[src/hdl/dpb_pkg.sv]
// Shared types and constants for the depth back-projector.
package dpb_pkg;

  localparam int COORD_BITS = 16;
  localparam int COUNT_BITS = 24;
  localparam int IDX_BITS   = $clog2(COORD_BITS);
  localparam logic [31:0] Q_MAX    = 32'h7FFF_FFFF;
  localparam logic [31:0] NEG_MAX  = 32'h8000_0000;
  // millimetres to Q16.16: (raw * 8192 + 62) / 125 by reciprocal multiply
  localparam logic [29:0] MM_BIAS  = 30'd62;
  localparam logic [30:0] MM_RECIP = 31'd1099511628;
  localparam int          MM_SHIFT = 37;

  typedef enum logic [2:0] {
    REG_DEPTH_SIZE,
    REG_COLOR_SIZE,
    REG_FOCAL,
    REG_CENTER,
    REG_STRIDE,
    REG_MAX_POINTS,
    REG_FORMAT
  } cfg_reg_t;

  typedef struct packed {
    logic [15:0] dw;
    logic [15:0] dh;
    logic [15:0] cw;
    logic [15:0] ch;
    logic [31:0] fx;
    logic [31:0] fy;
    logic [31:0] cx;
    logic [31:0] cy;
    logic [7:0]  stride;
    logic [23:0] pt_limit;
    logic        fmt;
  } cfg_t;

  typedef struct packed {
    logic [COORD_BITS-1:0] u;
    logic [COORD_BITS-1:0] v;
    logic [31:0]           zq;
    logic                  mm;
  } job_t;

  typedef enum logic [0:0] {FR_RUN, FR_REM} fr_state_t;

  typedef enum logic [3:0] {
    BK_IDLE, BK_ZLOAD, BK_XLOAD, BK_XDIV, BK_YLOAD, BK_YDIV,
    BK_CLOAD, BK_CDIV, BK_RLOAD, BK_RDIV, BK_OUT
  } bk_state_t;

endpackage

[src/hdl/dpb_queue.sv]
// Two-entry job queue between front and back.
module dpb_queue (
  input  logic          clk,
  input  logic          rst_n,
  input  logic          push,
  input  dpb_pkg::job_t push_job,
  output logic          full,
  input  logic          pop,
  output logic          empty,
  output dpb_pkg::job_t pop_job
);
  import dpb_pkg::*;

  job_t       mem [2];
  logic       wp_r, rp_r;
  logic [1:0] cnt_r;

  always_ff @(posedge clk) begin
    if (!rst_n) begin
      wp_r  <= 1'b0;
      rp_r  <= 1'b0;
      cnt_r <= '0;
    end else begin
      if (push) wp_r <= ~wp_r;
      if (pop) rp_r <= ~rp_r;
      cnt_r <= cnt_r + 2'(push) - 2'(pop);
    end
  end

  always_ff @(posedge clk) begin
    if (push) mem[wp_r] <= push_job;
  end

  assign full    = cnt_r == 2'd2;
  assign empty   = cnt_r == 2'd0;
  assign pop_job = mem[rp_r];
endmodule

[config.mk]
export PLATFORM = sky130hd
export DESIGN_NAME = dpb_queue
export DESIGN_NICKNAME = d
export VERILOG_FILES = /design/src/hdl/dpb_pkg.sv /design/src/hdl/dpb_queue.sv
export SDC_FILE = /design/constraint.sdc
export NUM_CORES = 1
export LEC_CHECK = 0
export ABC_CLOCK_PERIOD_IN_PS = 6200
export BUFFER_PORTS_ARGS = -buffer_cell sky130_fd_sc_hd__buf_2
export CAP_MARGIN = 20
export CORE_MARGIN = 10
export CORE_UTILIZATION = 50
export DETAILED_ROUTE_END_ITERATION = 12
export GPL_TIMING_DRIVEN = 0
export HOLD_SLACK_MARGIN = 0.15
export MAX_ROUTING_LAYER = met4
export PLACE_DENSITY = 0.76
export REMOVE_ABC_BUFFERS = 1
export SLEW_MARGIN = 15
export SYNTH_ARGS = -nofsm -noshare
export SYNTH_HDL_FRONTEND = slang
export SYNTH_SLANG_ARGS = --single-unit
[constraint.sdc]
create_clock -name clk -period 6.2 [get_ports clk]
set_input_delay 0.62 -clock clk [delete_from_list [all_inputs] [get_ports clk]]
set_output_delay 0.62 -clock clk [all_outputs]
set_load 0.02 [all_outputs]
### Word level (Yosys, flattened, before mapping)

Memories as Yosys holds them, arrays and structs flattened. A register that Yosys moved wholly into a read port is not among the register bits.
Cells that the tools add are included.

| cells by class | value |
|---|---|
| add/sub/neg operators | 2 |
| eq/ne operators | 1 |
| mux-type cells | 4 |
| bitwise gates (word level) | 2 |
| reductions and logical operators | 1 |

Operators with widths:

| kind | count |
|---|---|
| 1-bit 2-to-1 mux | 4 |
| 2-bit by 1-bit adder with 2-bit output | 1 |
| 2-bit equality test, second input constant | 1 |
| 2-bit zero test | 1 |
| 1-bit inverter | 2 |
| 2-bit by 1-bit subtractor with 2-bit output | 1 |

| word-level totals | value |
|---|---|
| register bits after elaboration | 4 |
| bits in writable memories | 130 |
| input port bits | 69 |
| logic and storage cells | 14 |
| memories | 1 |

Memory list:

| memory | words | width | read ports | clocked after Yosys merged registers in | wr ports | line | source |
|---|---|---|---|---|---|---|---|
| mem | 2 | 65 | 1 | 1 | 1 | dpb_queue.sv:14 | `job_t mem [2];` |

### Depth between registers and ports, before layout

Gate-level depths: netlist of the first run.

| logic depth | value |
|---|---|
| depth after elaboration | 3 |
| mapped depth | 6 |

### Least setup slack after synthesis of the first run

No wires, ideal clock.

| timing | value |
|---|---|
| path kind | in2reg |
| start | input port push |
| end | memory mem[0][0] (netlist name), enable pin |
| arrival time | 3.508 ns |
| path slack | 2.195 ns |
| stages | 1 |
| buffers on the path | 0 |
| cells stage by stage | nor2b_1 |

| between the ends | value |
|---|---|
| longest elaborated chain between the ends | 2 |

Ends and longest elaborated chain:

| item | line | source |
|---|---|---|
| from (decl) | dpb_queue.sv:5 | `input logic push,` |
| 1-bit 2-to-1 mux | dpb_queue.sv:31 | `if (push) mem[wp_r] <= push_job;` |
| 1-bit 2-to-1 mux (implied by the code) | dpb_queue.sv:31 |  |
| to (decl) | dpb_queue.sv:14 |  |

No other way between the ends.

==> impl_metrics.toml, run 1 <==
[finish]
area_growth_pct = 28.49
drive_gt1_share_pct = 61.34
ff_latch_area_sq_um = 4008
final_area_sq_um = 6580
n_fill_cell = 689
final_nets = 446
multiInputGateArea_sq_um = 1047
final_cells = 522

[global_routing]
first_global_vias = 2863
grt_pass1_wl_mm = 14.85
groute.usage.overall_pct = 13.46
antenna_found_initial = 1
use_met3_pct = 5.305
grt_max_degree = 40
met2_usage_pct = 20.88
gr-total-overflow = 0
use_met1_pct = 15.50
busiest_layer = "met2"

[synthesis]
synth_edf_count = 130
synthFlopType = "edfxtp_1"
synth_top_cells_by_count = "edfxtp_1, mux2_4, mux2_2"
ys_warn_count = 0
syn_avg_cell_area_sq_um = 22.96
netlist_area_sq_um = 5121
synth.distinct_cells = 14
ys_seq_area_share_pct = 78.18
synth_top_area_cell = "edfxtp_1"
synth_area_leaders = "edfxtp_1, mux2_4, mux2_2, dfxtp_1, buf_6"
post-synth-top-count-cell = "edfxtp_1"
ys_ff_latch = 135
yosysTopAreaCellShare_pct = 76.23
postSynthCellCount = 223
synthArstFlopShare_pct = 0

[outcome]
outcome = "completed"

[placed_design]
place_inst = 489
dp_slack_ps = 4011
gp_congestion = 0.7163
dp_hpwl_mm = 6.784
postPlaceCellArea_sq_um = 6035
port_buffers = 135

[sta]
fin_crit_sh_pct = 43.17
fmax_ghz = 0.3736
drv_slew = 0
worst_pin_slew_ps = 493.1
slew_headroom_pct = 67.13
setup_viol = 0
skew_ps = 7.257
finalCriticalPeriod_ps = 2677
hold_violations = 0
rsz0062_at_grt = "no"
final.setup.tns_ps = 0
fin_ws_ps = 3523

[detailed_routing]
vias = 2535
dr.pass1.iters = 4
via_per_inst = 4.856
drt_iter0_drc = 164
ant_nets = 0
drc = 0
post_drt_wl_per_cell_um = 18.37
finalWirelength_mm = 9.589

[power]
power.leakage_nw = 2.606
pwr_density_cell_nw_per_um2 = 343.1
vdd_drop_max_mv = 0.1809
power_w = 0.002257

[floorplan]
initial_core_util_pct = 51.92
die-area_sq_um = 14690
die_y_um = 121.2
core-area_sq_um = 9864
die_w_um = 121.2
ios = 136
fp-row-count = 36

[clock_network]
cts-resized-gates = 0
cts_setup_buffers = 0
cts_buffers = 17
cts-hold-fix-buffers = 0
ctsRootBufferMaster = "clkbuf_8"
cts_tree = "built"
clockBufferDepth = 2
clock_latency_ps = 500
path_clk_slew_ps = 60
h-tree-depth = 4
clock-sinks = 135

[critical_path]
end_kind = "output port"
critPathArrivalTime_ps = 2060
crit_required_ps = 5580
worstSetupPathType = "reg2out"
start_kind = "flop"
cp_max_fo = 39

[hold_path]
hp-class = "in2reg"

[flow_run]
maxCapViolations = 0
layout by cell type (no fill, tap or decap), types with 2 or more instances in the layout:
master      netlist  layout
clkinvlp_4        0       5
buf_2             1     135
mux2_2           15      15
clkinv_2          0       2
edfxtp_1        130     130
and2_1            4       3
inv_1             2       2
ha_1              2       2
nor2b_1           4       3
mux2_4           50      50
clkbuf_16         0      16
buf_16            0       4
clkbuf_1          0       2
dfxtp_1           5       4
inv_6             0       4
flip-flops by register name, summed over array words and instances (netlist names), named ones only:
| signal | cells |
|---|---|
| rp_r | 1 |
| mem | 130 |
| cnt_r | 2 |
| wp_r | 1 |
cell type report:
cell class,instances,area share [%]
well taps,133,2.529
multi-input cells,79,15.92
clock buffers,19,6.408
flip-flops and latches,135,60.91
inverters,2,0.1141
clock inverters,13,1.844
repair buffers,140,12.25
diodes,1,0.03803
per-layer routing:
layer  vias up  wire length, um
met5         -                0
met4         0              105
met3        12              708
met2        96             4732
met1      1241             4043
li1       1186                -
final timing paths:
path / to / cells past startpoint / start / slack, ps
hold reg to reg: rp_r$_SDFFE_PN0P_ / 2 / rp_r$_SDFFE_PN0P_ / 600
setup / recovery: pop_job[4] / 3 / flop / 3520
hold / removal: mem[1][47]$_DFFE_PP_ / 1 / push_job[47] / 310
setup reg to reg: mem[1][39]$_DFFE_PP_ / 2 / wp_r$_SDFFE_PN0P_ / 4720
stage by stage:
stage	util [%]	hold slack, ps
2_1_floorplan	-	554.6
3_3_place_gp	59.72	566.1
3_5_place_dp	61.17	584.1
4_1_cts	66.68	277.2
5_1_grt	66.70	278.4
6_report	66.70	307.1
critical path: stages, from the launching register on:
cell and delay, ps:
dfxtp_4 660, buf_16 320, mux2_2 390, buf_2 160
power breakdown:
| group | switching [W] | internal [W] | leakage (nW) |
|---|---|---|---|
| clock | 0.000368 | 0.000535 | 0.252 |
| sequential | 0.0000221 | 0.00105 | 1.26 |
| combinational | 0.000145 | 0.000133 | 1.09 |
logic make-up after synthesis:
family / share of synthesized area [%]
flops: 78.18
mux: 17.96
buf+inv: 1.564
simple gates: 1.050
xor+xnor: 0.6108
fa+ha+maj: 0.4886
compound gates: 0.1466
(Power assumes the default switching activity.)
==> run 2, diff against run 1 <==
ABC_AREA = 1   (was default)
ABC_CLOCK_PERIOD_IN_PS = 2700   (was 6200)
clock period = 2.7 ns   (was 6.2 ns; I/O delays follow)
==> impl_metrics.toml, run 2 <==
[outcome]
outcome = "completed"

[hold_path]
whs_endpoint = "mem[1][1]$_DFFE_PP_"
hp-start = "push_job[1]"
hp-class = "in2reg"
min_path_cells = 2

[sta]
hold_violations = 0
worst_pin_slew_ps = 626.3
fmax_ghz = 0.4177
skew_ps = 10.65
rsz0062_at_grt = "no"
fin_crit_sh_pct = 88.67
drv_slew = 0
finalCriticalPeriod_ps = 2394
slew_headroom_pct = 58.25
setup_viol = 0
final.setup.tns_ps = 0

[power]
vdd_drop_max_mv = 0.5636
p_switching_w = 0.001140
swShare_pct = 20.88
power_w = 0.005458
seqPwrFrac_pct = 45.3
clock_power_share_pct = 43.0
intPower_w = 0.004318
p_comb_share_pct = 11.7
power.leakage_nw = 2.949
pwr_density_cell_nw_per_um2 = 748.0

[critical_path]
worstReg2RegEnd = "cnt_r[0]$_SDFF_PN0_"
worstSetupPathType = "reg2out"
start_kind = "flop"
slowest_delay_ps = 750
path_cells = "buf_16, mux2_2, buf_2"
crit_required_ps = 2430
r2r_start = "cnt_r[0]$_SDFF_PN0_"
critPathArrivalTime_ps = 2120
path_depth = 3
cp_max_fo = 34
cp_num_buf_inv = 2
r2r_setup_slack_ps = 940
cp_top_family = "flip-flops"
end_kind = "output port"
cpMaxStageDelayCell = "dfxtp_4"
ff2ff_path_depth = 7

[synthesis]
synth_top_area_cell = "edfxtp_1"
yosysTopAreaCellShare_pct = 76.23
syn_avg_cell_area_sq_um = 21.79
postSynthCellCount = 235
synthFlopType = "edfxtp_1"
netlist_area_sq_um = 5121
ys_warn_count = 0
ys_ff_latch = 135
synth_area_leaders = "edfxtp_1, mux2_4, mux2_2, dfxtp_1, buf_6"
synth_top_cells_by_count = "edfxtp_1, mux2_4, mux2_2"
synth.distinct_cells = 12
post-synth-top-count-cell = "edfxtp_1"
ys_seq_area_share_pct = 78.18
synth_edf_count = 130
synthArstFlopShare_pct = 0

[placed_design]
dp_hpwl_mm = 6.505
gp_congestion = 0.7041
port_buffers = 135

[floorplan]
die_y_um = 121.2
fp-row-count = 36
die-area_sq_um = 14690
core-area_sq_um = 9864
ios = 136
die_w_um = 121.2
initial_core_util_pct = 51.92

[finish]
final_nets = 526
largest_reg_flops = 130
top_regs = "mem x130, cnt_r x2"
final_cell_mix = "buf_2, edfxtp_1, dlygate4sd3_1"
drive_gt1_share_pct = 49.79
final_common_cell = "buf_2"
diodes = 0
regMostFlops = "mem"
area_growth_pct = 42.49

[detailed_routing]
drc = 0
ant_nets = 0
drt_iter0_drc = 175
post_drt_wl_per_cell_um = 17.51
dr.pass1.iters = 4
vias = 2845
via_per_inst = 4.734
finalWirelength_mm = 10.52

[clock_network]
cts-resized-gates = 0
path_clk_slew_ps = 50
cts_setup_buffers = 0
cts_tree = "built"
clock-sinks = 135
clock_latency_ps = 510
clockBufferDepth = 2
h-tree-depth = 4
ctsRootBufferMaster = "clkbuf_8"
cts_buffers = 17

[global_routing]
gr-total-overflow = 0
first_global_vias = 3213
antenna_found_initial = 0
grt_max_degree = 45
groute.usage.overall_pct = 15.40
grt_pass1_wl_mm = 16.83

[flow_run]
maxCapViolations = 0
run 2: changes by cell type in the layout (fill, tap and decap cells not counted), sizes merged, moves of 4 or more:
| cell | change |
|---|---|
| nor2b | -4 |
| clkinvlp | -5 |
| bufinv | +4 |
| and2 | -4 |
| nor2 | +8 |
| clkinv | +4 |
| dlygate4sd3 | +69 |
| nand2 | +8 |
run 2: timing repair:
item | CTS | global route
endpoints found under the setup margin | 0 | 0
hold buffers | 69 | 0
hold endpoints to repair | 135 | 0
run 2: area by class of cell:
type | count | area [sq um]
sequential | 135 | 4008
tap | 133 | 166.4
multi-input combinational | 86 | 1026
inverter | 7 | 28.78
fill | 566 | 2567
clock inverter | 12 | 181.4
timing repair buffer | 208 | 1461
clock buffer | 20 | 425.4
run 2: worst register-to-register path: stages (launching register included):
cell	delay, ps
dfxtp_1	360
inv_1	60
ha_1	270
inv_1	50
ha_1	270
nand2_1	60
dlygate4sd3_1	540
inv_1	50
run 2: cells by family after synthesis:
logic type | after synthesis | synth area share, %
AO/OA/AOI/OAI | 1 | 0.09763
adder cells (fa/ha/maj) | 2 | 0.4886
multiplexers | 65 | 17.96
buffers and inverters | 14 | 1.930
AND/OR/NAND/NOR | 18 | 1.344
flip-flops | 135 | 78.18
run 2: how the worst max path moves through the flow:
stage          startpoint              endpoint
2_1_floorplan        push   mem[0][0]$_DFFE_PP_
3_3_place_gp         push  mem[0][20]$_DFFE_PP_
3_5_place_dp         flop           pop_job[13]
4_1_cts              flop            pop_job[6]
5_1_grt              flop           pop_job[10]
6_report             flop           pop_job[13]
run 2: metal layers:
metal  vias to the layer above  share of wire, %  GRT usage [%]
met4                         0               1.5          6.483
met5                         -                 0              -
met1                      1369                40          17.22
met3                        14               7.2          5.398
li1                       1355                 -              -
met2                       107                51          24.69
run 2: power groups by stage:
stage | sequential, W | combinational (W) | clock, W
final | 0.00247 | 0.000638 | 0.00235
after global routing | 0.00249 | 0.000686 | 0.00249
after CTS | 0.00248 | 0.000642 | 0.00239
after detailed placement | 0.00252 | 0.000559 | 0
after global placement | 0.00254 | 0.000531 | 0
after floorplan | 0.00252 | 0.000346 | 0
run 2: metrics by stage:
stage	area, sq um	utilization [%]	hold WS, ps	std cells	setup WS (ps)
after detailed placement	6000	60.82	461.1	500	819.9
after floorplan	5049	-	363.5	228	-825.7
final	7297	73.97	480.8	601	305.9
after global placement	5891	59.72	458.1	496	-2520
after CTS	7297	73.97	448.2	601	259.7
after global routing	7297	73.97	466.9	601	202.4
==> run 3, diff against run 2 <==
CORE_ASPECT_RATIO = 2   (was default)
==> impl_metrics.toml, run 3 (synthesis results as in run 2) <==
[global_routing]
grt_max_degree = 47
groute.usage.overall_pct = 15.43
first_global_vias = 3259
gr-total-overflow = 0
antenna_found_initial = 0
grt_pass1_wl_mm = 17.13

[power]
vdd_drop_max_mv = 0.7071
power_w = 0.005571
pwr_density_cell_nw_per_um2 = 760.5
power.leakage_nw = 2.958

[critical_path]
cpMaxStageDelayCell = "dfxtp_4"
r2r_setup_slack_ps = 1140
start_kind = "flop"
end_kind = "output port"
cp_max_fo = 46
slowest_delay_ps = 600
cp_top_family = "flip-flops"
path_cells = "buf_16, mux2_2, buf_2"
crit_required_ps = 2430
cp_num_buf_inv = 2
critPathArrivalTime_ps = 1910
worstSetupPathType = "reg2out"

[floorplan]
ios = 136
die-area_sq_um = 14940
die_y_um = 163.1
core-area_sq_um = 10080
die_w_um = 91.56
initial_core_util_pct = 50.78
fp-row-count = 52

[clock_network]
cts_setup_buffers = 0
h-tree-depth = 4
clock_latency_ps = 400
cts_tree = "built"
path_clk_slew_ps = 50
ctsRootBufferMaster = "clkbuf_16"
cts-resized-gates = 0
cts_buffers = 17
clockBufferDepth = 2
clock-sinks = 135

[finish]
finish.utilization_pct = 72.64
drive_gt1_share_pct = 50.64
final_nets = 524
n_fill_cell = 610
final_area_sq_um = 7326
largest_reg_flops = 130
top_regs = "mem x130, cnt_r x2"
final_cell_mix = "buf_2, edfxtp_1, dlygate4sd3_1"
regMostFlops = "mem"
final_common_cell = "buf_2"
area_growth_pct = 43.05

[sta]
finalCriticalPeriod_ps = 2182
drv_slew = 0
fmax_ghz = 0.4583
slew_headroom_pct = 46.77
rsz0062_at_grt = "no"
skew_ps = 6.195
fin_ws_ps = 518.0
setup_viol = 0
hold_violations = 0
worst_pin_slew_ps = 796.6
fin_crit_sh_pct = 80.82

[flow_run]
maxCapViolations = 0

[placed_design]
dp_slack_ps = 929.2
dp_hpwl_mm = 6.943
gp_congestion = 0.7605
postPlaceCellArea_sq_um = 6017
port_buffers = 135

[detailed_routing]
post_drt_wl_per_cell_um = 18.32
vias = 2877
drc = 0
finalWirelength_mm = 11.03
dr.pass1.iters = 4
drt_iter0_drc = 145
via_per_inst = 4.779
ant_nets = 0

[outcome]
outcome = "completed"

[hold_path]
hp-class = "in2reg"
[run 3: changes by cell type in the layout (fill, tap and decap cells not counted), moves of 2 or more]
cell           previous run  this run
clkinv_4                  0         2
buf_12                    2         0
dlygate4sd3_1            69        67
clkinv_1                  3         1
buf_16                    2         4
[run 3: cell type report]
cell class	count	area, sq um	share of cell area, %
Antenna cell	1	2.502	0.03416
Clock buffer	19	432.9	5.909
Clock inverter	13	202.7	2.767
Inverter	7	28.78	0.3928
Multi-Input combinational cell	86	1026	14.01
Sequential cell	135	4008	54.71
Tap cell	135	168.9	2.306
Timing Repair Buffer	206	1456	19.88
[run 3: report_power, final]
| group | internal [W] | total [W] | leakage (nW) | switching (W) |
|---|---|---|---|---|
| Sequential | 0.00242 | 0.00247 | 1.26 | 0.0000433 |
| Combinational | 0.000319 | 0.000652 | 1.39 | 0.000333 |
| Clock | 0.00164 | 0.00245 | 0.309 | 0.000816 |
[run 3: repair_timing]
item                                    in CTS  in global routing
endpoints found under the hold margin      135                  0
endpoints found under the setup margin       0                  0
hold buffers                                67                  0
[run 3: worst register-to-register path, cell delays in order, from the launching register on]
cell and delay [ps]:
dfxtp_1 350, nor2_4 650, buf_16 260
[run 3: metal layers]
layer  up-vias  track usage, %  wire length, um
met2        99           26.84             6349
met1      1408           14.77             3805
met5         -               -                0
li1       1349               -                -
met3        21           4.828              563
met4         0           8.381              310
[run 3: through the flow]
step	cells	setup TNS (ps)	hold slack, ps
after CTS	601	0	164.8
after global routing	601	0	184.5
after detailed placement	502	0	461.5
after global placement	498	-245170	456.7
final	602	0	193.2
after floorplan	228	-80300	363.5
[run 3: path summary, 6_finish.rpt]
kind | from | to | cells after the start
worst max-delay path | flop | pop_job[10] | 3
worst min-delay path | push | wp_r$_SDFFE_PN0P_ | 3
worst max register to register | wp_r$_SDFFE_PN0P_ | mem[0][53]$_DFFE_PP_ | 2
worst min register to register | rp_r$_SDFFE_PN0P_ | rp_r$_SDFFE_PN0P_ | 2
