--- config.mk ---
export PLATFORM = sky130hd
export DESIGN_NAME = dpb_front_flat
export DESIGN_NICKNAME = d
export VERILOG_FILES = /design/src/hdl/dpb_pkg.sv /design/src/hdl/dpb_intf.sv /design/src/hdl/dpb_front.sv /design/src/flat_wrapper.sv
export SDC_FILE = /design/constraint.sdc
export NUM_CORES = 1
export LEC_CHECK = 0
export ABC_CLOCK_PERIOD_IN_PS = 12700
export BUFFER_PORTS_ARGS = -buffer_cell sky130_fd_sc_hd__buf_2
export CORE_MARGIN = 2
export CORE_UTILIZATION = 35
export CTS_BUF_LIST = sky130_fd_sc_hd__clkbuf_4 sky130_fd_sc_hd__clkbuf_8 sky130_fd_sc_hd__clkbuf_16
export DETAILED_ROUTE_END_ITERATION = 10
export PLACE_DENSITY = 0.53
export SYNTH_ARGS = -nofsm -noshare
export SYNTH_HDL_FRONTEND = slang
export SYNTH_SLANG_ARGS = --single-unit
--- constraint.sdc ---
create_clock -name clk -period 12.7 [get_ports clk]
set_input_delay 1.905 -clock clk [delete_from_list [all_inputs] [get_ports clk]]
set_output_delay 1.905 -clock clk [all_outputs]
set_load 0.02 [all_outputs]
--- src/hdl/dpb_pkg.sv ---
// Shared types and constants for the depth back-projector.
package dpb_pkg;

  localparam int COORD_BITS = 16;
  localparam int COUNT_BITS = 24;
  localparam int IDX_BITS   = $clog2(COORD_BITS);
  localparam logic [31:0] Q_MAX    = 32'h7FFF_FFFF;
  localparam logic [31:0] NEG_MAX  = 32'h8000_0000;
  // millimetres to Q16.16: (raw * 8192 + 62) / 125 by reciprocal multiply
  localparam logic [29:0] MM_BIAS  = 30'd62;
  localparam logic [30:0] MM_RECIP = 31'd1099511628;
  localparam int          MM_SHIFT = 37;

  typedef enum logic [2:0] {
    REG_DEPTH_SIZE,
    REG_COLOR_SIZE,
    REG_FOCAL,
    REG_CENTER,
    REG_STRIDE,
    REG_MAX_POINTS,
    REG_FORMAT
  } cfg_reg_t;

  typedef struct packed {
    logic [15:0] dw;
    logic [15:0] dh;
    logic [15:0] cw;
    logic [15:0] ch;
    logic [31:0] fx;
    logic [31:0] fy;
    logic [31:0] cx;
    logic [31:0] cy;
    logic [7:0]  stride;
    logic [23:0] pt_limit;
    logic        fmt;
  } cfg_t;

  typedef struct packed {
    logic [COORD_BITS-1:0] u;
    logic [COORD_BITS-1:0] v;
    logic [31:0]           zq;
    logic                  mm;
  } job_t;

  typedef enum logic [0:0] {FR_RUN, FR_REM} fr_state_t;

  typedef enum logic [3:0] {
    BK_IDLE, BK_ZLOAD, BK_XLOAD, BK_XDIV, BK_YLOAD, BK_YDIV,
    BK_CLOAD, BK_CDIV, BK_RLOAD, BK_RDIV, BK_OUT
  } bk_state_t;

endpackage

--- src/hdl/dpb_intf.sv ---
// Beat channels: depth samples in, points out.
interface dpb_in_if;
  logic        valid;
  logic        ready;
  logic [31:0] depth_sample;
  logic        frame_start;
  modport source (output valid, depth_sample, frame_start, input ready);
  modport sink (input valid, depth_sample, frame_start, output ready);
endinterface


--- src/hdl/dpb_front.sv ---
// Front: pixel counters, stride selection, point limit and depth decode.
module dpb_front (
  input  logic          clk,
  input  logic          rst_n,
  input  dpb_pkg::cfg_t cfg,
  input  logic          stride_wr,
  dpb_in_if.sink        in_ch,
  input  logic          q_full,
  output logic          push,
  output dpb_pkg::job_t job
);
  import dpb_pkg::*;

  fr_state_t state_r, state_nxt;
  logic [COORD_BITS-1:0] col_r, row_r, u, v;
  logic [COUNT_BITS-1:0] pe_r, pe;
  logic [7:0] cph_r, rph_r, cph, rph, st;
  logic [7:0] crem_r, rrem_r;
  logic [IDX_BITS-1:0] idx_r;
  logic stale_r, fire, keep, ok, cfg_ok, wrap;
  logic [8:0] ct, rt;
  logic [7:0] ex, ex_eff, r;
  logic [23:0] man;
  logic [31:0] fz, sv;

  assign st = (cfg.stride == 8'd0) ? 8'd1 : cfg.stride;

  assign u   = in_ch.frame_start ? '0 : col_r;
  assign v   = in_ch.frame_start ? '0 : row_r;
  assign pe  = in_ch.frame_start ? '0 : pe_r;
  assign cph = in_ch.frame_start ? '0 : cph_r;
  assign rph = in_ch.frame_start ? '0 : rph_r;

  assign ex     = in_ch.depth_sample[30:23];
  assign ex_eff = (ex == 8'd0) ? 8'd1 : ex;
  assign man    = {ex != 8'd0, in_ch.depth_sample[22:0]};
  assign r      = 8'd134 - ex_eff;

  always_comb begin
    sv = 32'(man) << (ex_eff - 8'd134);
    if (ex_eff >= 8'd142) fz = Q_MAX;
    else if (ex_eff >= 8'd134) fz = (sv > Q_MAX) ? Q_MAX : sv;
    else if (ex_eff <= 8'd109) fz = '0;
    else fz = (32'(man) + (32'd1 << (r - 8'd1))) >> r;
  end

  assign ok = cfg.fmt ? !(in_ch.depth_sample[31] || ex == 8'hFF ||
                          (ex == 8'd0 && in_ch.depth_sample[22:0] == '0))
                      : in_ch.depth_sample[15:0] != 16'd0;

  assign cfg_ok = cfg.fx != '0 && cfg.fy != '0 && cfg.dw != '0 && cfg.dh != '0 &&
                  cfg.cw != '0 && cfg.ch != '0;

  assign keep = cfg_ok && 32'(u) < 32'(cfg.dw) && 32'(v) < 32'(cfg.dh) &&
                cph == 8'd0 && rph == 8'd0 &&
                !(cfg.pt_limit != '0 && 32'(pe) >= 32'(cfg.pt_limit)) && ok;

  assign in_ch.ready = state_r == FR_RUN && !stale_r && !q_full;
  assign fire        = in_ch.valid && in_ch.ready;
  assign push        = fire && keep;

  assign job.u  = u;
  assign job.v  = v;
  assign job.zq = cfg.fmt ? fz : {16'd0, in_ch.depth_sample[15:0]};
  assign job.mm = !cfg.fmt;

  assign wrap = (33'(u) + 33'd1 >= 33'(cfg.dw)) || (u == '1);

  // serial remainder steps, column and row in parallel
  assign ct = {crem_r, col_r[idx_r]};
  assign rt = {rrem_r, row_r[idx_r]};

  always_comb begin
    state_nxt = state_r;
    unique case (state_r)
      FR_RUN: if (stale_r) state_nxt = FR_REM;
      FR_REM: if (idx_r == '0) state_nxt = FR_RUN;
      default: state_nxt = FR_RUN;
    endcase
  end

  always_ff @(posedge clk) begin
    if (!rst_n) state_r <= FR_RUN;
    else state_r <= state_nxt;
  end

  always_ff @(posedge clk) begin
    if (!rst_n) begin
      col_r   <= '0;
      row_r   <= '0;
      pe_r    <= '0;
      cph_r   <= '0;
      rph_r   <= '0;
      stale_r <= 1'b0;
      idx_r   <= '0;
      crem_r  <= '0;
      rrem_r  <= '0;
    end else begin
      stale_r <= stride_wr || (stale_r && state_r != FR_RUN);
      if (state_r == FR_RUN && stale_r) begin
        idx_r   <= IDX_BITS'(COORD_BITS - 1);
        crem_r  <= '0;
        rrem_r  <= '0;
      end else if (state_r == FR_REM) begin
        crem_r <= (ct >= {1'b0, st}) ? 8'(ct - {1'b0, st}) : ct[7:0];
        rrem_r <= (rt >= {1'b0, st}) ? 8'(rt - {1'b0, st}) : rt[7:0];
        idx_r  <= idx_r - IDX_BITS'(1);
        if (idx_r == '0) begin
          cph_r <= (ct >= {1'b0, st}) ? 8'(ct - {1'b0, st}) : ct[7:0];
          rph_r <= (rt >= {1'b0, st}) ? 8'(rt - {1'b0, st}) : rt[7:0];
        end
      end else if (fire) begin
        pe_r <= (push && pe != '1) ? pe + COUNT_BITS'(1) : pe;
        if (wrap) begin
          col_r <= '0;
          cph_r <= '0;
          if (v != '1) begin
            row_r <= v + COORD_BITS'(1);
            rph_r <= (rph + 8'd1 == st) ? 8'd0 : rph + 8'd1;
          end else begin
            row_r <= v;
            rph_r <= rph;
          end
        end else begin
          col_r <= u + COORD_BITS'(1);
          cph_r <= (cph + 8'd1 == st) ? 8'd0 : cph + 8'd1;
          row_r <= v;
          rph_r <= rph;
        end
      end
    end
  end
endmodule

--- src/flat_wrapper.sv ---
// flat-port wrapper written by rule: the top's interface ports become plain ports
module dpb_front_flat import dpb_pkg::*;
  (clk, rst_n, cfg, stride_wr, q_full, push, job, in_ch_valid, in_ch_depth_sample, in_ch_frame_start, in_ch_ready);
  dpb_in_if in_ch_i ();
  input  logic clk;
  input  logic rst_n;
  input  dpb_pkg::cfg_t cfg;
  input  logic stride_wr;
  input  logic q_full;
  output logic push;
  output dpb_pkg::job_t job;
  input wire logic [$bits(in_ch_i.valid)-1:0] in_ch_valid;
  input wire logic [$bits(in_ch_i.depth_sample)-1:0] in_ch_depth_sample;
  input wire logic [$bits(in_ch_i.frame_start)-1:0] in_ch_frame_start;
  output wire logic [$bits(in_ch_i.ready)-1:0] in_ch_ready;
  assign in_ch_i.valid = in_ch_valid;
  assign in_ch_i.depth_sample = in_ch_depth_sample;
  assign in_ch_i.frame_start = in_ch_frame_start;
  assign in_ch_ready = in_ch_i.ready;
  dpb_front u_core (.clk(clk), .rst_n(rst_n), .cfg(cfg), .stride_wr(stride_wr), .in_ch(in_ch_i), .q_full(q_full), .push(push), .job(job));
endmodule
Word level (Yosys, flattened, before mapping)
Cells that the tools add are included.
{"block": "totals", "inputBits": 263, "ff_bits": 94}
{"block": "classes", "n_shift": 3, "order_cmp": 11, "mux": 39, "n_reduce_logical": 49, "eq_ne": 7, "n_bitwise": 3, "n_addsub": 13}
{"op": "$mux W32", "count": 5}
{"op": "$mux W8", "count": 17}
{"op": "$mux W16", "count": 5}
{"op": "$reduce_bool A16 Y1", "count": 5}
{"op": "$reduce_bool A32 Y1", "count": 2}
{"op": "$mux W24", "count": 2}
{"op": "$ge A33 B16 Y1", "count": 1}
{"op": "$add A16 B1 Y16 const B", "count": 2}
{"op": "$add A24 B32 Y32", "count": 1}
{"op": "$gt A32 B31 Y1 const B", "count": 1}
{"op": "$logic_not A8 Y1", "count": 4}
{"op": "$lt A16 B16 Y1", "count": 2}
{"op": "$shl A1 B8 Y32 const A", "count": 1}
{"op": "$shl A24 B8 Y32", "count": 1}
{"op": "$shr A32 B8 Y32", "count": 1}
{"op": "$add A24 B1 Y24 const B", "count": 1}
{"op": "$ge A24 B24 Y1", "count": 1}
{"op": "$ne A24 B24 Y1 const B", "count": 1}
{"op": "$reduce_bool A24 Y1", "count": 1}
{"op": "$logic_not A23 Y1", "count": 1}
{"op": "$logic_and A1 B1 Y1", "count": 20}
{"op": "$ge A9 B8 Y1", "count": 2}
{"op": "$add A16 B1 Y17 const B", "count": 1}
{"op": "$add A8 B1 Y8 const B", "count": 2}
{"op": "25 further kinds", "count": 45}

Depth between registers and ports, before layout
Gate-level depths: netlist of the first run.
{"block": "depth", "word_depth": 15, "ltp_mapped": 30, "mapped_depth_nobuf": 23}

Worst setup path after synthesis of the first run
No wires, ideal clock.
{"block": "synth_path", "path_type": "input to output", "from": "input port in_ch_depth_sample[26]", "to": "output port job[4] (netlist bit)", "path_slack_ns": 2.325, "path_buffers": 5, "arrival_time_ns": 8.470, "t_required_ns": 10.795, "cell_stages": 28, "path_cell_list": "buf_6 nor4_1 a21o_1 buf_2 buf_2 buf_1 ha_1 clkbuf_1 nor3b_1 nand2_1 a221o_1 mux2_2 o32a_4 or2_2 nor2_1 ha_1 inv_1 fa_1 nand2b_1 a21o_1 a2111o_1 nand3_1 and2_1 xor2_1 o22ai_1 o21ai_1 or3_1 a31oi_1"}
{"element": "start: declaration", "line_no": "flat_wrapper.sv:13", "text": "input wire logic [$bits(in_ch_i.depth_sample)-1:0] in_ch_depth_sample;"}
{"element": "end: declaration", "line_no": "flat_wrapper.sv:11", "text": "output dpb_pkg::job_t job;"}

==> out/metrics.json, run 1 <==
{
  "placement": {
    "post_dp_cell_area_mm2": 0.0161,
    "gp_congestion": 0.941,
    "hpwlAfterDp_mm": 42.5,
    "placement.io_buffers": 264,
    "detailedPlace.worstSlack_ns": 1.68
  },
  "critical_path": {
    "critical_path.reg2reg.startpoint": "u_core.col_r[1]",
    "ff2ff_path_depth": 19,
    "crit-reg2reg-capture": "u_core.row_r[14]",
    "cp-startpoint": "in_ch_depth_sample[26]",
    "worstPathArrival_ns": 9.33,
    "critPathKind": "in -> out",
    "crit_path_capture_type": "output port",
    "worst-r2r-setup-slack_ns": 7.34,
    "startpoint_type": "input port",
    "critical_path_peak_fanout": 19,
    "critical_path_required_ns": 10.80
  },
  "yosys": {
    "synth.top_cell.area_share_pct": 13.0,
    "synth_top_family_by_area": "simple AND/OR/NAND/NOR gates",
    "async_set_reset_flop_share_out_of_synthesis_pct": 0,
    "synth-seq-area-share_pct": 13.0,
    "synth_area_mm2": 0.0144,
    "synth_simple_gate_area_share_pct": 30.6,
    "yosys.area_share.xor_xnor_pct": 4.97,
    "avgSynthCellArea_um2": 7.04,
    "postSynthCellCount": 2051,
    "post_synth_fa_ha_maj_area_fraction_pct": 11.1,
    "synth-warning-count": 0,
    "leading_post_synthesis_cells_by_cell_area": "sky130_fd_sc_hd__dfxtp_1, sky130_fd_sc_hd__ha_1, sky130_fd_sc_hd__mux2i_1",
    "yosys_most_used_dff": "sky130_fd_sc_hd__dfxtp_1",
    "synth_most_common_cell": "sky130_fd_sc_hd__nand2_1",
    "post_synth_mux_area_share_pct": 8.95,
    "synth_top_cells_by_count": "sky130_fd_sc_hd__nand2_1, sky130_fd_sc_hd__nor2_1, sky130_fd_sc_hd__a21oi_1",
    "syn_nets": 2440,
    "synth.ff_latch_count": 94,
    "synth_largest_area_cell": "sky130_fd_sc_hd__dfxtp_1",
    "ys_types": 91,
    "synthesized_area_fraction_occupied_by_ao_oa_aoi_and_oai_cells_pct": 25.1,
    "synth-edff-count": 0
  },
  "route": {
    "postRouteWirelength_mm": 54.6,
    "drt_pre_antenna_iters": 6,
    "route.detailed.drc": 0,
    "drtAntennaViolNets": 0,
    "detail_route.iter0.violations": 1517,
    "via_count": 16300,
    "route.detailed.vias_per_inst": 5.91,
    "wl_per_cell_um": 19.8
  },
  "timing": {
    "hold_viol": 0,
    "setup_total_negative_slack_ns": 0,
    "tightestPinTransition_ns": 1.14,
    "final.min_clock_period_ns": 11.24,
    "fin_ws_ns": 1.46,
    "slew_viol_final": 0,
    "max_slew_margin_pct": 23.2,
    "final.setup_skew_ns": 0.0123,
    "number_of_setup_violations_in_the_final_report": 0,
    "post-route-period-util_pct": 88.5,
    "grt_setup_unrepaired": "false",
    "fmaxAchievable_mhz": 89.0
  },
  "power": {
    "irDropWorstVdd_mv": 0.0524,
    "power_leakage_uw": 0.00721,
    "p_per_area_mw_per_mm2": 61.4,
    "fin_total_pwr_uw": 1010
  },
  "clock_network": {
    "tritoncts": "built",
    "clock_path_buffers": 2,
    "num_clock_sinks": 94,
    "cts.htree.levels": 3,
    "root_buffer": "sky130_fd_sc_hd__clkbuf_16",
    "cts.reportedPaths.clkPinSlew_ns": 0.06,
    "post_cts_hold_fix_bufs": 0,
    "worst_skew_pair.late_latency_ns": 0.36,
    "cts_repair_resized_insts": 0,
    "number_of_clock_buffers_inserted_by_tritoncts": 9,
    "cts_setup_buffers": 0
  },
  "final_layout": {
    "number_of_antenna_cells_inserted": 0,
    "multi_input_comb_area_mm2": 0.0117,
    "area_growth_syn_to_layout_pct": 13.6,
    "post_route_cells_drive_above_1_share_pct": 16.2,
    "filler_cell_count": 4339,
    "area.sequential_mm2": 0.00188,
    "finish.instance_area_mm2": 0.0164,
    "final_net_count": 2611,
    "finalCoreUtilization_pct": 40.3
  },
  "grt": {
    "grt-busiest-layer": "met2",
    "grtUsageMet1_pct": 32.9,
    "grt_util_all_layers_pct": 24.4,
    "number_of_global_route_vias_before_repair": 15500,
    "grt_pass1_wl_mm": 85.9,
    "grt_start_max_net_pins": 86,
    "groute.layer.met3.usage_pct": 3.09,
    "antenna_violations_before_repair": 0,
    "grt-ovfl-total": 0,
    "gr-usage-met2_pct": 40.8
  },
  "min_path": {
    "hold_start": "u_core.col_r[7]",
    "hold_end": "u_core.col_r[7]",
    "min-delay-path-class": "reg -> reg",
    "holdPathStages": 2
  },
  "floorplanning": {
    "fp.coreArea_mm2": 0.0407,
    "io_pins": 330,
    "die_area_mm2": 0.0429,
    "placement_rows": 74,
    "initial_utilization_pct": 35.5,
    "die_height_um": 207,
    "width_of_the_die_um": 207
  },
  "run": {
    "count_of_max_cap_constraint_violations": 0
  },
  "run_status": {
    "run_status": "complete, no violations"
  }
}
[flip-flops by register name (all words and copies together) (netlist names)]
register	flops
u_core.crem_r	8
u_core.rph_r	8
u_core.state_r	1
u_core.cph_r	8
u_core.idx_r	4
u_core.stale_r	1
u_core.pe_r	24
u_core.col_r	16
u_core.rrem_r	8
u_core.row_r	16
[cell families after synthesis]
kind of cell,after synthesis
simple gates,869
buf+inv,232
fa+ha+maj,126
other cells,1
compound gates,538
mux,109
xor+xnor,82
flops,94
[worst max path at each step]
stage	end	slack, ns	cells past startpoint
final	job[2]	1.46	25
after floorplan	job[4]	2.32	28
after CTS	job[13]	1.65	23
after global placement	job[13]	1.67	23
after detailed placement	job[13]	1.68	23
after global routing	job[13]	0.93	23
[cell usage in the layout (no fill, tap or decap), types with 15 or more instances in the layout]
cell type and count:
sky130_fd_sc_hd__a211oi_1 26, sky130_fd_sc_hd__a21boi_0 23, sky130_fd_sc_hd__a21o_1 31, sky130_fd_sc_hd__a21oi_1 124, sky130_fd_sc_hd__a22oi_1 22, sky130_fd_sc_hd__a31oi_1 28, sky130_fd_sc_hd__and2_1 30, sky130_fd_sc_hd__and3_1 31
sky130_fd_sc_hd__buf_2 264, sky130_fd_sc_hd__buf_4 25, sky130_fd_sc_hd__dfxtp_1 93, sky130_fd_sc_hd__ha_1 123, sky130_fd_sc_hd__inv_1 99, sky130_fd_sc_hd__mux2i_1 83, sky130_fd_sc_hd__mux4_2 15, sky130_fd_sc_hd__nand2_1 216
sky130_fd_sc_hd__nand2b_1 31, sky130_fd_sc_hd__nand3_1 107, sky130_fd_sc_hd__nand4_1 48, sky130_fd_sc_hd__nor2_1 155, sky130_fd_sc_hd__nor2b_1 80, sky130_fd_sc_hd__nor3_1 56, sky130_fd_sc_hd__nor4_1 55, sky130_fd_sc_hd__o211ai_1 15
sky130_fd_sc_hd__o21a_1 24, sky130_fd_sc_hd__o21ai_0 97, sky130_fd_sc_hd__o22ai_1 20, sky130_fd_sc_hd__o31ai_1 17, sky130_fd_sc_hd__xnor2_1 39, sky130_fd_sc_hd__xor2_1 42
[power breakdown]
group	internal, uW	switching (uW)	total, uW	leakage (uW)
clock	166	119	285	0.000149
combinational	148	260	408	0.00630
sequential	303	12.8	316	0.000761
[final cells by class]
type / count / area share, %
Clock inverter: 1 / 0.183
Sequential cell: 94 / 11.5
Tap cell: 532 / 4.06
Timing Repair Buffer: 289 / 9.19
Clock buffer: 13 / 1.63
Multi-Input combinational cell: 1725 / 71.1
Inverter: 103 / 2.36
[metrics by stage]
stage,hold WS (ns),cells
floorplan,0.446,2051
global placement,0.459,2743
detailed placement,0.462,2743
CTS,0.474,2757
global route,0.511,2757
finish,0.476,2757
[critical path, cell delays in order]
cell,delay (ns)
sky130_fd_sc_hd__buf_2,0.22
sky130_fd_sc_hd__nor4_1,0.56
sky130_fd_sc_hd__a21o_1,0.22
sky130_fd_sc_hd__ha_1,0.25
sky130_fd_sc_hd__nor3b_1,0.50
sky130_fd_sc_hd__nand2_1,0.25
sky130_fd_sc_hd__a221o_1,0.31
sky130_fd_sc_hd__mux2_2,0.27
sky130_fd_sc_hd__o32a_4,0.37
sky130_fd_sc_hd__or2_2,0.33
sky130_fd_sc_hd__nor2_1,0.23
sky130_fd_sc_hd__ha_1,0.25
sky130_fd_sc_hd__inv_1,0.06
sky130_fd_sc_hd__fa_1,0.40
sky130_fd_sc_hd__nand2b_1,0.20
sky130_fd_sc_hd__a21oi_1,0.25
sky130_fd_sc_hd__o2111ai_1,0.25
sky130_fd_sc_hd__a31oi_1,0.35
sky130_fd_sc_hd__o221ai_1,0.23
sky130_fd_sc_hd__xor2_1,0.39
sky130_fd_sc_hd__o22ai_1,0.23
sky130_fd_sc_hd__o2111a_1,0.29
sky130_fd_sc_hd__a211oi_1,0.61
sky130_fd_sc_hd__o21ai_0,0.22
sky130_fd_sc_hd__buf_2,0.20
[layer usage]
metal,share of wire [%],up-vias
met5,0,-
met4,2.8,0
met3,6.0,91
met2,46,594
met1,45,7691
li1,-,7915
No activity file was read; power rests on OpenSTA's default activity.
==> run 2, diff against run 1 <==
--- a/config.mk
+++ b/config.mk
@@ -8,9 +8,7 @@
 export ABC_CLOCK_PERIOD_IN_PS = 12700
 export BUFFER_PORTS_ARGS = -buffer_cell sky130_fd_sc_hd__buf_2
-export CORE_MARGIN = 2
 export CORE_UTILIZATION = 35
 export CTS_BUF_LIST = sky130_fd_sc_hd__clkbuf_4 sky130_fd_sc_hd__clkbuf_8 sky130_fd_sc_hd__clkbuf_16
 export DETAILED_ROUTE_END_ITERATION = 10
-export PLACE_DENSITY = 0.53
 export SYNTH_ARGS = -nofsm -noshare
 export SYNTH_HDL_FRONTEND = slang
==> constraint.sdc (replaced) <==
create_clock -name clk -period 12.7 [get_ports clk]
set_input_delay 2.54 -clock clk [delete_from_list [all_inputs] [get_ports clk]]
set_output_delay 2.54 -clock clk [all_outputs]
set_load 0.02 [all_outputs]
==> run 2 against run 1 <==
  * Utilization barely moved
  * Largest cell class unchanged
  * Global-route usage shrank 0.23 points
  * Critical path type unchanged
  * Sequential share of layout area barely moved
==> out/metrics.json, run 2 (synthesis results as in run 1) <==
{
  "run_status": {
    "run_status": "complete, no violations"
  },
  "min_path": {
    "min-delay-path-class": "reg -> reg"
  },
  "grt": {
    "number_of_global_route_vias_before_repair": 15000,
    "grt_util_all_layers_pct": 24.2,
    "grt_start_max_net_pins": 92,
    "grt-ovfl-total": 0,
    "antenna_violations_before_repair": 0,
    "grt_pass1_wl_mm": 81.7
  },
  "floorplanning": {
    "die_height_um": 205,
    "io_pins": 330,
    "initial_utilization_pct": 35.5,
    "die_area_mm2": 0.0421,
    "width_of_the_die_um": 205,
    "placement_rows": 74,
    "fp.coreArea_mm2": 0.0407
  },
  "final_layout": {
    "largest_register_ffs": 24,
    "area_growth_syn_to_layout_pct": 13.8,
    "number_of_antenna_cells_inserted": 0,
    "mostFrequentLayoutCell": "sky130_fd_sc_hd__buf_2",
    "largest_registers": "u_core.pe_r (24), u_core.col_r (16), u_core.row_r (16)",
    "final_net_count": 2614,
    "register_bank_with_the_most_flops": "u_core.pe_r",
    "post_route_cells_drive_above_1_share_pct": 16.3,
    "final_cell_mix": "sky130_fd_sc_hd__buf_2, sky130_fd_sc_hd__nand2_1, sky130_fd_sc_hd__nor2_1"
  },
  "critical_path": {
    "crit_path_capture_type": "output port",
    "worst-r2r-setup-slack_ns": 7.52,
    "startpoint_type": "input port",
    "largest_stage_delay_on_the_critical_path_ns": 0.95,
    "critPathKind": "in -> out",
    "worstPathArrival_ns": 9.47,
    "crit_chain": "buf_2, nor4_1, a21o_1, ha_1, nor3b_1, buf_4, nand2_1, a221o_1, mux2_2, o32a_4, or3_1, inv_1, ha_1, a211oi_1, nor3_1, o211ai_1, nand2_1, o21ai_0, xor2_1, o311ai_0, a22oi_1, nand2b_1, a31oi_1, buf_2",
    "crit_slowest_cell": "sky130_fd_sc_hd__o311ai_0",
    "critical_path_required_ns": 10.16,
    "critical_path_peak_fanout": 19
  },
  "clock_network": {
    "clock_path_buffers": 2,
    "cts.htree.levels": 3,
    "cts.reportedPaths.clkPinSlew_ns": 0.06,
    "worst_skew_pair.late_latency_ns": 0.35,
    "cts_setup_buffers": 0,
    "number_of_clock_buffers_inserted_by_tritoncts": 9,
    "num_clock_sinks": 94,
    "cts_repair_resized_insts": 0,
    "tritoncts": "built",
    "root_buffer": "sky130_fd_sc_hd__clkbuf_16",
    "post_cts_hold_fix_bufs": 0
  },
  "timing": {
    "max_slew_margin_pct": 21.4,
    "final.min_clock_period_ns": 12.01,
    "setup_total_negative_slack_ns": 0,
    "number_of_setup_violations_in_the_final_report": 0,
    "final.setup_skew_ns": 0.00988,
    "fin_ws_ns": 0.690,
    "slew_viol_final": 0,
    "post-route-period-util_pct": 94.6,
    "grt_setup_unrepaired": "false",
    "hold_viol": 0,
    "fmaxAchievable_mhz": 83.3,
    "tightestPinTransition_ns": 1.17
  },
  "power": {
    "irDropWorstVdd_mv": 0.0525,
    "power_leakage_uw": 0.00722,
    "p_per_area_mw_per_mm2": 61.0
  },
  "placement": {
    "placement.io_buffers": 264,
    "detailedPlace.worstSlack_ns": 0.842,
    "gp_congestion": 0.958,
    "hpwlAfterDp_mm": 41.2
  },
  "route": {
    "wl_per_cell_um": 19.1,
    "detail_route.iter0.violations": 1489,
    "drt_pre_antenna_iters": 8,
    "postRouteWirelength_mm": 52.7,
    "drtAntennaViolNets": 0,
    "route.detailed.drc": 0,
    "route.detailed.vias_per_inst": 5.95,
    "via_count": 16400
  },
  "run": {
    "count_of_max_cap_constraint_violations": 0
  }
}
## run 2: changes by cell type in the layout (fill, tap and decap cells not counted), sizes merged
cell / previous run / this run
clkbuf: 13 / 11
clkinvlp: 0 / 1
buf: 289 / 292
clkinv: 4 / 6
## run 2: worst max-delay path, delay by kind of cell
kind                     cells  cell delay [ns]
AO/OA/AOI/OAI                9             3.39
adder cells (fa/ha/maj)      2             0.48
buffers and inverters        4             0.69
multiplexers                 1             0.27
XOR/XNOR                     1             0.24
AND/OR/NAND/NOR              7             1.85
## run 2: layer usage
metal	routed length, um	share of wire (%)	track usage [%]	vias to the layer above
li1	-	-	-	7929
met1	23300	44	33.0	7746
met2	24800	47	41.0	708
met3	3760	7.1	1.92	53
met4	809	1.5	5.66	0
met5	0	0	0	-
## run 2: where the power goes
group	switching [uW]	internal, uW
logic	257	149
clock network	122	159
registers	12.8	303
## run 2: layout make-up
type | count | area [um^2]
clock buffers | 11 | 246
multi-input cells | 1725 | 11700
flip-flops and latches | 94 | 1880
repair buffers | 292 | 1530
well taps | 532 | 666
fillers | 4312 | 24300
inverters | 103 | 387
clock inverters | 4 | 47.5
## run 2: path summary, 6_finish.rpt
path	startpoint	end	cells past startpoint
hold reg to reg	u_core.col_r[7]	u_core.col_r[7]	2
setup reg to reg	u_core.col_r[1]	u_core.rph_r[3]	18
setup / recovery	in_ch_depth_sample[26]	job[13]	24
hold / removal	u_core.col_r[7]	u_core.col_r[7]	2
## run 2: stage by stage
stage          cells  total power, uW  instance area, um^2  utilization, %  hold slack, ns
3_5_place_dp    2746              719                16100            39.6           0.467
5_1_grt         2761             1050                16400            40.3           0.500
6_report        2761             1000                16400            40.3           0.478
2_1_floorplan   2051              585                14400               -           0.446
3_3_place_gp    2746              714                16100            39.6           0.457
4_1_cts         2761             1000                16400            40.3           0.479
==> run 3, diff against run 2 <==
Settings changed: CORE_UTILIZATION 35 to 57, PLACE_DENSITY set to 0.84.
==> run 3 against run 2 <==
  * Count of clock-buffer cells in the layout shrank 1
  * Utilization rose by 26 points
  * Wire length is 2.2% lower
  * Setup slack got worse by 0.29 ns
  * Critical endpoint is now job[18]
==> out/metrics.json, run 3 (synthesis results as in run 1) <==
{
  "final_layout": {
    "finish.instance_area_mm2": 0.0162,
    "filler_cell_count": 2203,
    "finish.cell_count_without_fillers": 2552,
    "area_growth_syn_to_layout_pct": 12.2,
    "mostFrequentLayoutCell": "sky130_fd_sc_hd__buf_2",
    "final_net_count": 2611,
    "largest_register_ffs": 24,
    "post_route_cells_drive_above_1_share_pct": 16.3,
    "final_cell_mix": "sky130_fd_sc_hd__buf_2, sky130_fd_sc_hd__nand2_1, sky130_fd_sc_hd__nor2_1",
    "register_bank_with_the_most_flops": "u_core.pe_r",
    "largest_registers": "u_core.pe_r (24), u_core.col_r (16), u_core.row_r (16)"
  },
  "route": {
    "drt_pre_antenna_iters": 6,
    "via_count": 17100,
    "route.detailed.drc": 0,
    "wl_per_cell_um": 20.2,
    "drtAntennaViolNets": 0,
    "postRouteWirelength_mm": 51.5,
    "route.detailed.vias_per_inst": 6.71,
    "detail_route.iter0.violations": 1890
  },
  "timing": {
    "setup_total_negative_slack_ns": 0,
    "max_slew_margin_pct": 17.9,
    "grt_setup_unrepaired": "false",
    "final.setup_skew_ns": 0.00961,
    "fmaxAchievable_mhz": 81.3,
    "slew_viol_final": 0,
    "final.min_clock_period_ns": 12.30,
    "post-route-period-util_pct": 96.8,
    "number_of_setup_violations_in_the_final_report": 0,
    "tightestPinTransition_ns": 1.22,
    "hold_viol": 0
  },
  "placement": {
    "gp_congestion": 1.01,
    "hpwlAfterDp_mm": 39.6,
    "placement.io_buffers": 264,
    "post_dp_cell_area_mm2": 0.0159,
    "place_inst": 2535
  },
  "floorplanning": {
    "placement_rows": 57,
    "initial_utilization_pct": 58.7,
    "die_area_mm2": 0.0260,
    "io_pins": 330,
    "width_of_the_die_um": 161,
    "fp.coreArea_mm2": 0.0246,
    "die_height_um": 161
  },
  "clock_network": {
    "post_cts_hold_fix_bufs": 0,
    "root_buffer": "sky130_fd_sc_hd__clkbuf_16",
    "tritoncts": "built",
    "cts_setup_buffers": 0,
    "cts_repair_resized_insts": 0,
    "cts.htree.levels": 3,
    "number_of_clock_buffers_inserted_by_tritoncts": 9,
    "worst_skew_pair.late_latency_ns": 0.36,
    "cts.reportedPaths.clkPinSlew_ns": 0.07,
    "clock_path_buffers": 2,
    "num_clock_sinks": 94
  },
  "critical_path": {
    "critPathKind": "in -> out",
    "critical_path_required_ns": 10.16,
    "startpoint_type": "input port",
    "worstPathArrival_ns": 9.76,
    "critical_path_peak_fanout": 19,
    "crit_path_capture_type": "output port"
  },
  "grt": {
    "number_of_global_route_vias_before_repair": 15700,
    "grt_util_all_layers_pct": 38.3,
    "grt_start_max_net_pins": 77,
    "grt_pass1_wl_mm": 80.8,
    "grt-ovfl-total": 0,
    "antenna_violations_before_repair": 1
  },
  "run": {
    "count_of_max_cap_constraint_violations": 0
  },
  "min_path": {
    "min-delay-path-class": "reg -> reg"
  },
  "power": {
    "irDropWorstVdd_mv": 0.0611,
    "power_leakage_uw": 0.00723,
    "p_per_area_mw_per_mm2": 64.5
  },
  "run_status": {
    "run_status": "complete, no violations"
  }
}
[run 3: cell types whose count changed in the layout (fill, tap and decap cells not counted)]
cell,before,now
sky130_fd_sc_hd__diode_2,0,1
sky130_fd_sc_hd__clkinv_2,2,0
sky130_fd_sc_hd__bufinv_16,1,3
sky130_fd_sc_hd__clkbuf_8,1,0
sky130_fd_sc_hd__buf_4,28,25
sky130_fd_sc_hd__inv_8,0,1
sky130_fd_sc_hd__inv_6,0,1
[run 3: per-stage QoR]
| stage | total power [uW] | worst slack [ns] | hold WS, ns | utilization (%) |
|---|---|---|---|---|
| final | 1050 | 0.402 | 0.487 | 65.9 |
| after global routing | 1090 | 0.136 | 0.515 | 65.9 |
| after CTS | 1030 | 0.638 | 0.488 | 65.9 |
| after detailed placement | 715 | 0.687 | 0.477 | 64.4 |
| after global placement | 708 | 0.820 | 0.460 | 64.4 |
| after floorplan | 585 | 1.05 | 0.446 | - |
[run 3: layout make-up]
type	count	area [um^2]	share of cell area [%]
multi-input combinational	1725	11700	72.0
sequential	94	1880	11.6
timing repair buffer	289	1510	9.31
tap	324	405	2.50
inverter	103	387	2.39
clock buffer	10	233	1.44
clock inverter	6	118	0.726
antenna	1	2.50	0.0154
[run 3: where the power goes]
| group | switching [uW] | internal [uW] |
|---|---|---|
| Clock | 124 | 197 |
| Combinational | 260 | 148 |
| Sequential | 12.8 | 303 |
| Total | 397 | 648 |
[run 3: path summary, 6_finish.rpt]
kind	depth (start not counted)	slack, ns	to	from
min reg2reg	2	0.49	u_core.pe_r[20]	u_core.pe_r[20]
max reg2reg	19	7.04	u_core.rph_r[3]	u_core.col_r[1]
max	25	0.40	job[18]	in_ch_depth_sample[26]
min	2	0.49	u_core.pe_r[20]	u_core.pe_r[20]
[run 3: layer usage]
metal	global-route usage, %	share of wire, %
met1	49.7	40
met2	63.4	45
met3	5.91	10
met4	15.3	4.2
met5	0	0
[run 3: critical path, stage by stage]
cell and delay, ns:
sky130_fd_sc_hd__buf_2 0.22, sky130_fd_sc_hd__nor4_1 0.55, sky130_fd_sc_hd__a21o_1 0.21, sky130_fd_sc_hd__ha_1 0.25, sky130_fd_sc_hd__nor3b_1 0.48, sky130_fd_sc_hd__nand2_1 0.24
sky130_fd_sc_hd__a221o_1 0.31, sky130_fd_sc_hd__mux2_2 0.27, sky130_fd_sc_hd__o32a_4 0.37, sky130_fd_sc_hd__or2_2 0.33, sky130_fd_sc_hd__nor2_1 0.19, sky130_fd_sc_hd__ha_1 0.24
sky130_fd_sc_hd__inv_1 0.07, sky130_fd_sc_hd__fa_1 0.40, sky130_fd_sc_hd__nand2b_1 0.20, sky130_fd_sc_hd__a21oi_1 0.25, sky130_fd_sc_hd__o2111ai_1 0.23, sky130_fd_sc_hd__a31oi_1 0.38
sky130_fd_sc_hd__o221ai_1 0.20, sky130_fd_sc_hd__xor2_1 0.37, sky130_fd_sc_hd__o22ai_1 0.21, sky130_fd_sc_hd__o2111a_1 0.28, sky130_fd_sc_hd__a211oi_1 0.48, sky130_fd_sc_hd__o21ai_0 0.25
sky130_fd_sc_hd__buf_2 0.22
